## src/rtl/timed_actuator_position_controller_top_defines.svh

```systemverilog
// Assertion helpers shared by the controller RTL.
`ifndef TIMED_ACTUATOR_POSITION_CONTROLLER_TOP_DEFINES_SVH
`define TIMED_ACTUATOR_POSITION_CONTROLLER_TOP_DEFINES_SVH

// Same-cycle implication, disabled while reset is asserted.
`define TAPC_ASSERT_IMPL(name, clk, rst_n, ante, cons) \
    name: assert property (@(posedge clk) disable iff (!rst_n) (ante) |-> (cons)) \
        else $error("tapc assertion failed");

// Next-cycle implication, disabled while reset is asserted.
`define TAPC_ASSERT_NEXT(name, clk, rst_n, ante, cons) \
    name: assert property (@(posedge clk) disable iff (!rst_n) (ante) |=> (cons)) \
        else $error("tapc assertion failed");

`endif

```

## src/rtl/tapc_pkg.sv

```systemverilog
`default_nettype none

package tapc_pkg;

    localparam int POS_W      = 16;
    localparam int SPEED_W    = 8;
    localparam int DUTY_OUT_W = 8;
    localparam int OP_W       = 3;
    localparam int APB_ADDR_W = 3;
    localparam int APB_DATA_W = 32;

    localparam int DUTY_BITS_DEFAULT = 8;

    localparam logic [POS_W-1:0] FULL_TRAVEL_RESET = 16'd3000;

    // Command codes; tick and every unused code share the default behavior.
    localparam logic [OP_W-1:0] OP_EXTEND  = 3'd1;
    localparam logic [OP_W-1:0] OP_RETRACT = 3'd2;
    localparam logic [OP_W-1:0] OP_STOP    = 3'd3;
    localparam logic [OP_W-1:0] OP_SETPOS  = 3'd4;

    // Register index of full_travel_ms.
    localparam logic [0:0] REG_FULL_TRAVEL = 1'b0;

    typedef enum logic [1:0] {
        MOTION_IDLE    = 2'd0,
        MOTION_EXTEND  = 2'd1,
        MOTION_RETRACT = 2'd2
    } t_motion;

    typedef struct packed {
        logic [OP_W-1:0]    op;
        logic [POS_W-1:0]   elapsed_ms;
        logic               at_limit;
        logic [SPEED_W-1:0] speed;
        logic [POS_W-1:0]   new_position;
    } t_in;

    typedef struct packed {
        logic [DUTY_OUT_W-1:0] extend_duty;
        logic [DUTY_OUT_W-1:0] retract_duty;
        logic [1:0]            motion;
        logic [POS_W-1:0]      position_ms;
        logic                  applied;
    } t_out;

endpackage

`default_nettype wire

```

## src/rtl/tapc_cfg.sv

```systemverilog
`default_nettype none

module tapc_cfg
    import tapc_pkg::*;
(
    input  wire logic                  i_clk,
    input  wire logic                  i_rst_n,
    input  wire logic                  psel,
    input  wire logic                  penable,
    input  wire logic                  pwrite,
    input  wire logic [APB_ADDR_W-1:0] paddr,
    input  wire logic [APB_DATA_W-1:0] pwdata,
    output logic      [APB_DATA_W-1:0] prdata,
    output logic                       pready,
    output logic      [POS_W-1:0]      o_full_travel
);

    logic [POS_W-1:0] r_full_travel;
    logic [POS_W-1:0] n_full_travel;
    logic             w_sel_travel;

    // Registers sit on 32-bit words; bit 2 of the byte address is the index.
    assign w_sel_travel = (paddr[2] == REG_FULL_TRAVEL);

    always_comb begin
        n_full_travel = r_full_travel;
        if (psel && penable && pwrite && w_sel_travel) begin
            n_full_travel = pwdata[POS_W-1:0];
        end
    end

    always_ff @(posedge i_clk) begin
        if (!i_rst_n) begin
            r_full_travel <= FULL_TRAVEL_RESET;
        end else begin
            r_full_travel <= n_full_travel;
        end
    end

    always_comb begin
        prdata = '0;
        if (w_sel_travel) begin
            prdata = APB_DATA_W'(r_full_travel);
        end
    end

    assign pready        = 1'b1;
    assign o_full_travel = r_full_travel;

endmodule

`default_nettype wire

```

## src/rtl/tapc_core.sv

```systemverilog
`default_nettype none
`include "timed_actuator_position_controller_top_defines.svh"

module tapc_core
    import tapc_pkg::*;
#(
    parameter int DUTY_BITS = DUTY_BITS_DEFAULT
) (
    input  wire logic             i_clk,
    input  wire logic             i_rst_n,
    input  wire logic             i_fire,
    input  wire t_in              i_item,
    input  wire logic [POS_W-1:0] i_full_travel,
    output t_out                  o_result
);

    localparam int DRV_W = (DUTY_BITS < SPEED_W) ? DUTY_BITS : SPEED_W;

    t_motion          r_motion, n_motion;
    logic [POS_W-1:0] r_pos, n_pos;
    logic             r_applied, n_applied;
    logic [DRV_W-1:0] r_ext_drv, n_ext_drv;
    logic [DRV_W-1:0] r_ret_drv, n_ret_drv;

    logic [POS_W:0]   w_sum;
    logic [POS_W-1:0] w_adv_pos;
    logic [DRV_W-1:0] w_speed;

    assign w_speed = i_item.speed[DRV_W-1:0];
    assign w_sum   = {1'b0, r_pos} + {1'b0, i_item.elapsed_ms};

    // Integrate the elapsed time in the current direction before the command.
    always_comb begin
        case (r_motion)
            MOTION_EXTEND: begin
                w_adv_pos = (w_sum >= {1'b0, i_full_travel}) ? i_full_travel
                                                             : w_sum[POS_W-1:0];
            end
            MOTION_RETRACT: begin
                w_adv_pos = (i_item.elapsed_ms >= r_pos) ? '0
                                                         : r_pos - i_item.elapsed_ms;
            end
            default: begin
                w_adv_pos = r_pos;
            end
        endcase
    end

    // Next state.
    always_comb begin
        n_motion  = r_motion;
        n_pos     = w_adv_pos;
        n_applied = r_applied;
        n_ext_drv = r_ext_drv;
        n_ret_drv = r_ret_drv;
        case (i_item.op)
            OP_EXTEND: begin
                n_applied = 1'b1;
                if (i_item.at_limit) begin
                    n_pos     = i_full_travel;
                    n_motion  = MOTION_IDLE;
                    n_ext_drv = '0;
                    n_ret_drv = '0;
                end else if (w_adv_pos >= i_full_travel) begin
                    n_motion  = MOTION_IDLE;
                    n_ext_drv = '0;
                    n_ret_drv = '0;
                end else if (r_motion != MOTION_EXTEND) begin
                    n_motion  = MOTION_EXTEND;
                    n_ext_drv = w_speed;
                    n_ret_drv = '0;
                end
            end
            OP_RETRACT: begin
                n_applied = 1'b0;
                if (r_motion != MOTION_RETRACT) begin
                    n_motion  = MOTION_RETRACT;
                    n_ext_drv = '0;
                    n_ret_drv = w_speed;
                end
            end
            OP_STOP: begin
                n_motion  = MOTION_IDLE;
                n_ext_drv = '0;
                n_ret_drv = '0;
            end
            OP_SETPOS: begin
                n_pos = (i_item.new_position > i_full_travel) ? i_full_travel
                                                              : i_item.new_position;
            end
            default: begin
                // Tick and unused codes: check the end stops of the current travel.
                if (r_motion == MOTION_EXTEND) begin
                    if (i_item.at_limit) begin
                        n_pos     = i_full_travel;
                        n_motion  = MOTION_IDLE;
                        n_ext_drv = '0;
                        n_ret_drv = '0;
                    end else if (w_adv_pos >= i_full_travel) begin
                        n_motion  = MOTION_IDLE;
                        n_ext_drv = '0;
                        n_ret_drv = '0;
                    end
                end else if (r_motion == MOTION_RETRACT) begin
                    if (w_adv_pos == '0) begin
                        n_motion  = MOTION_IDLE;
                        n_ext_drv = '0;
                        n_ret_drv = '0;
                    end
                end
            end
        endcase
    end

    // The result reports the state as it stands after the item.
    always_comb begin
        o_result.extend_duty  = DUTY_OUT_W'(n_ext_drv);
        o_result.retract_duty = DUTY_OUT_W'(n_ret_drv);
        o_result.motion       = n_motion;
        o_result.position_ms  = n_pos;
        o_result.applied      = n_applied && (n_pos != '0);
    end

    always_ff @(posedge i_clk) begin
        if (!i_rst_n) begin
            r_motion  <= MOTION_IDLE;
            r_pos     <= '0;
            r_applied <= 1'b0;
            r_ext_drv <= '0;
            r_ret_drv <= '0;
        end else if (i_fire) begin
            r_motion  <= n_motion;
            r_pos     <= n_pos;
            r_applied <= n_applied;
            r_ext_drv <= n_ext_drv;
            r_ret_drv <= n_ret_drv;
        end
    end

    `TAPC_ASSERT_IMPL(a_idle_no_drive, i_clk, i_rst_n, r_motion == MOTION_IDLE, r_ext_drv == '0 && r_ret_drv == '0)
    `TAPC_ASSERT_IMPL(a_extend_no_retract, i_clk, i_rst_n, r_motion == MOTION_EXTEND, r_ret_drv == '0)
    `TAPC_ASSERT_IMPL(a_retract_no_extend, i_clk, i_rst_n, r_motion == MOTION_RETRACT, r_ext_drv == '0)
    `TAPC_ASSERT_NEXT(a_pos_holds_idle, i_clk, i_rst_n, !i_fire, $stable(r_pos) && $stable(r_motion))

endmodule

`default_nettype wire

```

## src/rtl/timed_actuator_position_controller_top.sv

```systemverilog
// Sensorless linear actuator controller. Every command transfer yields exactly one
// result transfer that reports the drive duties, motion, estimated position and the
// applied flag as they stand after the command. The block takes one item per clock
// cycle unless o_in_stall is high; an accepted item waits in the input register,
// and the state update loads the result register from it once the result register
// can take it. A held result stalls the input side once the input register is also
// full. full_travel_ms is written over the APB port at byte address 0 and should
// only change while idle.
`default_nettype none
`include "timed_actuator_position_controller_top_defines.svh"

module timed_actuator_position_controller_top
    import tapc_pkg::*;
#(
    parameter int DUTY_BITS = DUTY_BITS_DEFAULT
) (
    input  wire logic                  i_clk,
    input  wire logic                  i_rst_n,
    input  wire logic                  i_in_valid,
    output logic                       o_in_stall,
    input  wire t_in                   i_in_item,
    output logic                       o_out_valid,
    input  wire logic                  i_out_stall,
    output t_out                       o_out_item,
    input  wire logic                  psel,
    input  wire logic                  penable,
    input  wire logic                  pwrite,
    input  wire logic [APB_ADDR_W-1:0] paddr,
    input  wire logic [APB_DATA_W-1:0] pwdata,
    output logic      [APB_DATA_W-1:0] prdata,
    output logic                       pready
);

    logic             r_in_valid;
    t_in              r_in;
    logic             r_out_valid;
    t_out             r_out;
    logic             w_fire;
    logic             w_accept;
    t_out             w_result;
    logic [POS_W-1:0] w_full_travel;

    tapc_cfg u_cfg (
        .i_clk         (i_clk),
        .i_rst_n       (i_rst_n),
        .psel          (psel),
        .penable       (penable),
        .pwrite        (pwrite),
        .paddr         (paddr),
        .pwdata        (pwdata),
        .prdata        (prdata),
        .pready        (pready),
        .o_full_travel (w_full_travel)
    );

    tapc_core #(
        .DUTY_BITS (DUTY_BITS)
    ) u_core (
        .i_clk         (i_clk),
        .i_rst_n       (i_rst_n),
        .i_fire        (w_fire),
        .i_item        (r_in),
        .i_full_travel (w_full_travel),
        .o_result      (w_result)
    );

    // The held item is processed whenever the result register can take it.
    assign w_fire     = r_in_valid && (!r_out_valid || !i_out_stall);
    assign o_in_stall = r_in_valid && !w_fire;
    assign w_accept   = i_in_valid && !o_in_stall;

    always_ff @(posedge i_clk) begin
        if (!i_rst_n) begin
            r_in_valid <= 1'b0;
        end else begin
            r_in_valid <= w_accept || (r_in_valid && !w_fire);
        end
    end

    always_ff @(posedge i_clk) begin
        if (w_accept) begin
            r_in <= i_in_item;
        end
    end

    always_ff @(posedge i_clk) begin
        if (!i_rst_n) begin
            r_out_valid <= 1'b0;
        end else if (w_fire) begin
            r_out_valid <= 1'b1;
        end else if (!i_out_stall) begin
            r_out_valid <= 1'b0;
        end
    end

    always_ff @(posedge i_clk) begin
        if (w_fire) begin
            r_out <= w_result;
        end
    end

    assign o_out_valid = r_out_valid;
    assign o_out_item  = r_out;

    `TAPC_ASSERT_NEXT(a_fire_fills_out, i_clk, i_rst_n, w_fire, r_out_valid)
    `TAPC_ASSERT_NEXT(a_held_item_kept, i_clk, i_rst_n, r_in_valid && !w_fire, r_in_valid && $stable(r_in))
    `TAPC_ASSERT_IMPL(a_no_fire_when_blocked, i_clk, i_rst_n, r_out_valid && i_out_stall, !w_fire)

endmodule

`default_nettype wire

```

## config.mk

```make
export PLATFORM = sky130hd
export DESIGN_NAME = timed_actuator_position_controller_top
export DESIGN_NICKNAME = d
export VERILOG_FILES = /design/src/rtl/tapc_pkg.sv /design/src/rtl/tapc_cfg.sv /design/src/rtl/tapc_core.sv /design/src/rtl/timed_actuator_position_controller_top.sv
export VERILOG_INCLUDE_DIRS = /design/src /design/src/rtl
export SDC_FILE = /design/constraint.sdc
export NUM_CORES = 1
export LEC_CHECK = 0
export BUFFER_PORTS_ARGS = -buffer_cell sky130_fd_sc_hd__buf_2
export CAP_MARGIN = 30
export CORE_MARGIN = 2
export CORE_UTILIZATION = 58
export CTS_CLUSTER_SIZE = 28
export DETAILED_ROUTE_END_ITERATION = 16
export PLACE_DENSITY = 0.82
export SLEW_MARGIN = 40
export SYNTH_ARGS = -nofsm -noshare
export SYNTH_HDL_FRONTEND = slang
export SYNTH_SLANG_ARGS = --single-unit
export TNS_END_PERCENT = 5
```

## constraint.sdc

```tcl
create_clock -name i_clk -period 8.35 [get_ports i_clk]
set_clock_uncertainty 0.1 [all_clocks]
set_input_delay 0.4175 -clock i_clk [delete_from_list [all_inputs] [get_ports i_clk]]
set_output_delay 0.4175 -clock i_clk [all_outputs]
set_load 0.05 [all_outputs]
```

==> run_results.csv <==
group,metric,value,unit
clocking,clock_path_buffers,2,
sta,fin_crit,7680,ps
pwr,ir_drop,183,uV
clocking,cts_tree,"done",
run_status,status,"complete, no violations",
setup_path,required,8580,ps
clocking,holdBufCountCts,0,
routing,drt_pass1_iterations,6,
sta,fmax,130,MHz
pwr,finalPower,2.01,mW
yosys,yosysUniqueCellTypes,84,
floorplanning,rows,45,
setup_path,timing.rr.start,"r_in[31]$_DFFE_PP_",
sta,finalSetupTns,0,ps
yosys,synth_edf_count,79,
flow_run,drv_cap,0,
clocking,clock_latency,430,ps
pwr,combPwrFrac,23.7,%
yosys,syn-mean-instance-area,8.72,um2
yosys,yosysSeqAreaShare,37.5,%
pwr,power.leakage,4.56,nW
cells_and_area,fin_nets,1320,
global_routing,grt_pass1_vias,7738,
sta,fin_crit_sh,91.9,%
routing,vias,8504,
place,dpl.hpwl,19.9,mm
sta,finalHoldViolCount,0,
setup_path,arrival,7910,ps
sta,finalMaxSlewViolations,0,
floorplanning,num_io_pins,156,
yosys,async_flop_share,0,%
global_routing,grt_max_degree,55,
clocking,cts.repair.resized,0,
pwr,p_int,1.34,mW
setup_path,slowest_delay,530,ps
sta,setup_violations,0,
routing,wl_per_cell,19.5,um
yosys,yosys.area.top_type,"edfxtp_1",
clocking,cts_made_buffers,17,
place,preCtsSetupSlack,846,ps
clocking,cts_sinks,132,
routing,first_iter_violations,1157,
place,place_area,0.00982,mm2
pwr,powerDensity,193,mW/mm2
global_routing,grt_util_met1,45.8,%
cells_and_area,fin_area,0.0104,mm2
yosys,syn_inst,1050,
setup_path,worst-r2r-cell-count,29,
pwr,switchingPower,674,uW
global_routing,gr-usage-met3,8.18,%
yosys,synthFlopType,"edfxtp_1",
pwr,swShare,33.5,%
yosys,synth.area.top_cells,"edfxtp_1 26%, dfxtp_1 12%, ha_1 11%, nor2_1 4.8%, nand2_1 4.5%",
routing,ant_nets,0,
yosys,netlist_area,0.00915,mm2
cells_and_area,area_delta_synth_final,14.0,%
worst_hold_path,holdCritStartpoint,"i_in_item[6]",
place,io_buffers,120,
pwr,clock_power_share,38.6,%
yosys,ys_ff_latch,132,
clocking,clock_tree.root_cell,"clkbuf_16",
global_routing,grt_pass1_wl,41.3,mm
setup_path,crit_slowest_cell,"or3_1",
setup_path,worst-setup-path-type,"reg -> reg",
floorplanning,die_height,130,um
floorplanning,die_area,0.0168,mm2
worst_hold_path,worstHoldEndpoint,"r_in[6]$_DFFE_PP_",
sta,tightestPinTransition,846,ps
worst_hold_path,holdPathStages,1,
pwr,seq_power_share,37.7,%
global_routing,grt_overflow_total,0,
cells_and_area,drive_gt1_share,16.4,%
routing,wirelength,26.8,mm
clocking,cts_htree_levels,4,
setup_path,rr_endpoint,"u_core.r_ext_drv[2]$_SDFFE_PN0P_",
setup_path,crit_path_start_kind,"register",
sta,setup_ws,674,ps
yosys,yosysWarnings,0,
cells_and_area,antenna_cells,0,
setup_path,endpoint_kind,"register",
global_routing,grt_use_met2,48.8,%
global_routing,grt_usage,32.2,%
setup_path,critPathMaxFanout,11,
global_routing,grt-busiest-layer,"met2",
cells_and_area,layout_commonest_cell,"buf_2",
floorplanning,fp.dieW,130,um
routing,drcViolationCount,0,
sta,rsz0062_at_grt,"false",
clocking,cts_setup_buffers,0,
worst_hold_path,hp-class,"in -> reg",
clocking,clkSlewWorstSetupHoldPaths,70,ps
floorplanning,start_util,59.8,%
yosys,yosysTopAreaCellShare,25.9,%
floorplanning,core,0.0153,mm2
routing,viasPerCell,6.19,
sta,relSlewSlack,43.6,%
place,gp_congestion,0.957,
setup_path,ff2ff_setup_slack,670,ps
global_routing,antenna_found_initial,0,
cells_and_area,layout_common_cells,"121 x buf_2, 118 x nor2_1, 110 x nand2_1, 82 x a21oi_1, 82 x ha_1",
[flip-flops by register name, indices dropped and copies added, names as in the netlist]
signal               flops
r_in                    44
o_out_item              35
u_cfg.o_full_travel     16
u_core.r_pos            16
u_core.r_ext_drv         8
u_core.r_ret_drv         8
u_core.r_motion          2
o_out_valid              1
r_in_valid               1
u_core.r_applied         1
[stage by stage]
step / util [%] / cells / hold slack, ps
after floorplan: - / 1065 / 352
after global placement: 64.0 / 1340 / 366
after detailed placement: 64.1 / 1342 / 378
after CTS: 68.1 / 1374 / 51.9
after global routing: 68.1 / 1374 / 47.6
final: 68.1 / 1374 / 57.9
[metal layers]
| layer | share of wire (%) | up-vias |
|---|---|---|
| met2 | 43 | 529 |
| li1 | - | 3994 |
| met3 | 12 | 51 |
| met1 | 42 | 3930 |
| met5 | 0 | - |
| met4 | 2.8 | 0 |
[worst max-delay path by stage]
stage	start	to	slack [ps]	depth (start not counted)
6_report	r_in[31]$_DFFE_PP_	u_core.r_ext_drv[2]$_SDFFE_PN0P_	670	29
5_1_grt	r_in[31]$_DFFE_PP_	u_core.r_ext_drv[3]$_SDFFE_PN0P_	280	29
4_1_cts	r_in[31]$_DFFE_PP_	u_core.r_ext_drv[2]$_SDFFE_PN0P_	800	29
3_5_place_dp	r_in[31]$_DFFE_PP_	u_core.r_ext_drv[3]$_SDFFE_PN0P_	850	29
3_3_place_gp	r_in[31]$_DFFE_PP_	u_core.r_ext_drv[7]$_SDFFE_PN0P_	950	29
2_1_floorplan	r_in[31]$_DFFE_PP_	o_out_item[18]$_DFFE_PP_	1930	31
[power groups by stage]
stage	sequential (mW)	combinational [mW]	clock, mW
global route	0.762	0.517	0.813
floorplan	0.794	0.319	0
detailed placement	0.771	0.463	0
finish	0.759	0.478	0.778
CTS	0.757	0.467	0.784
global placement	0.770	0.457	0
[critical path: cells and delay by family, from the launching register on]
kind	cells	cell delay [ps]
mux	1	340
buf+inv	4	590
xor+xnor	1	250
simple gates	8	1820
fa+ha+maj	3	960
flops	1	360
compound gates	12	3190
[kinds of logic after synthesis]
| group | synth area share (%) |
|---|---|
| AOI/OAI and AO/OA | 22.3 |
| xor gates and xnor gates | 2.11 |
| adders and majority gates | 11.6 |
| buffers and inverters | 7.21 |
| DFF | 37.5 |
| muxes | 0.561 |
| other | 0.0821 |
| and+or+nand+nor | 18.5 |
[Yosys cell counts, types with 10 or more instances]
library cell  instances
nor2_1              118
inv_1                70
clkbuf_1             32
xnor2_1              20
dfxtp_1              53
o211ai_1             17
nand4_1              19
a21oi_1              82
a21boi_0             11
o21ai_0              57
o211a_1              10
nor2b_1              15
edfxtp_1             79
ha_1                 82
nand2_1             110
o21ai_1              13
nand3_1              12
nor3_1               20
buf_4                20
nor3b_1              15
nand2b_1             14
[layout make-up]
type / count / area [um2]
multi-input cells: 789 / 5130
fillers: 1294 / 4890
flip-flops and latches: 132 / 3430
repair buffers: 135 / 711
clock buffers: 17 / 425
inverters: 75 / 284
well taps: 211 / 264
clock inverters: 15 / 183
No activity file was read; power rests on OpenSTA's default activity.
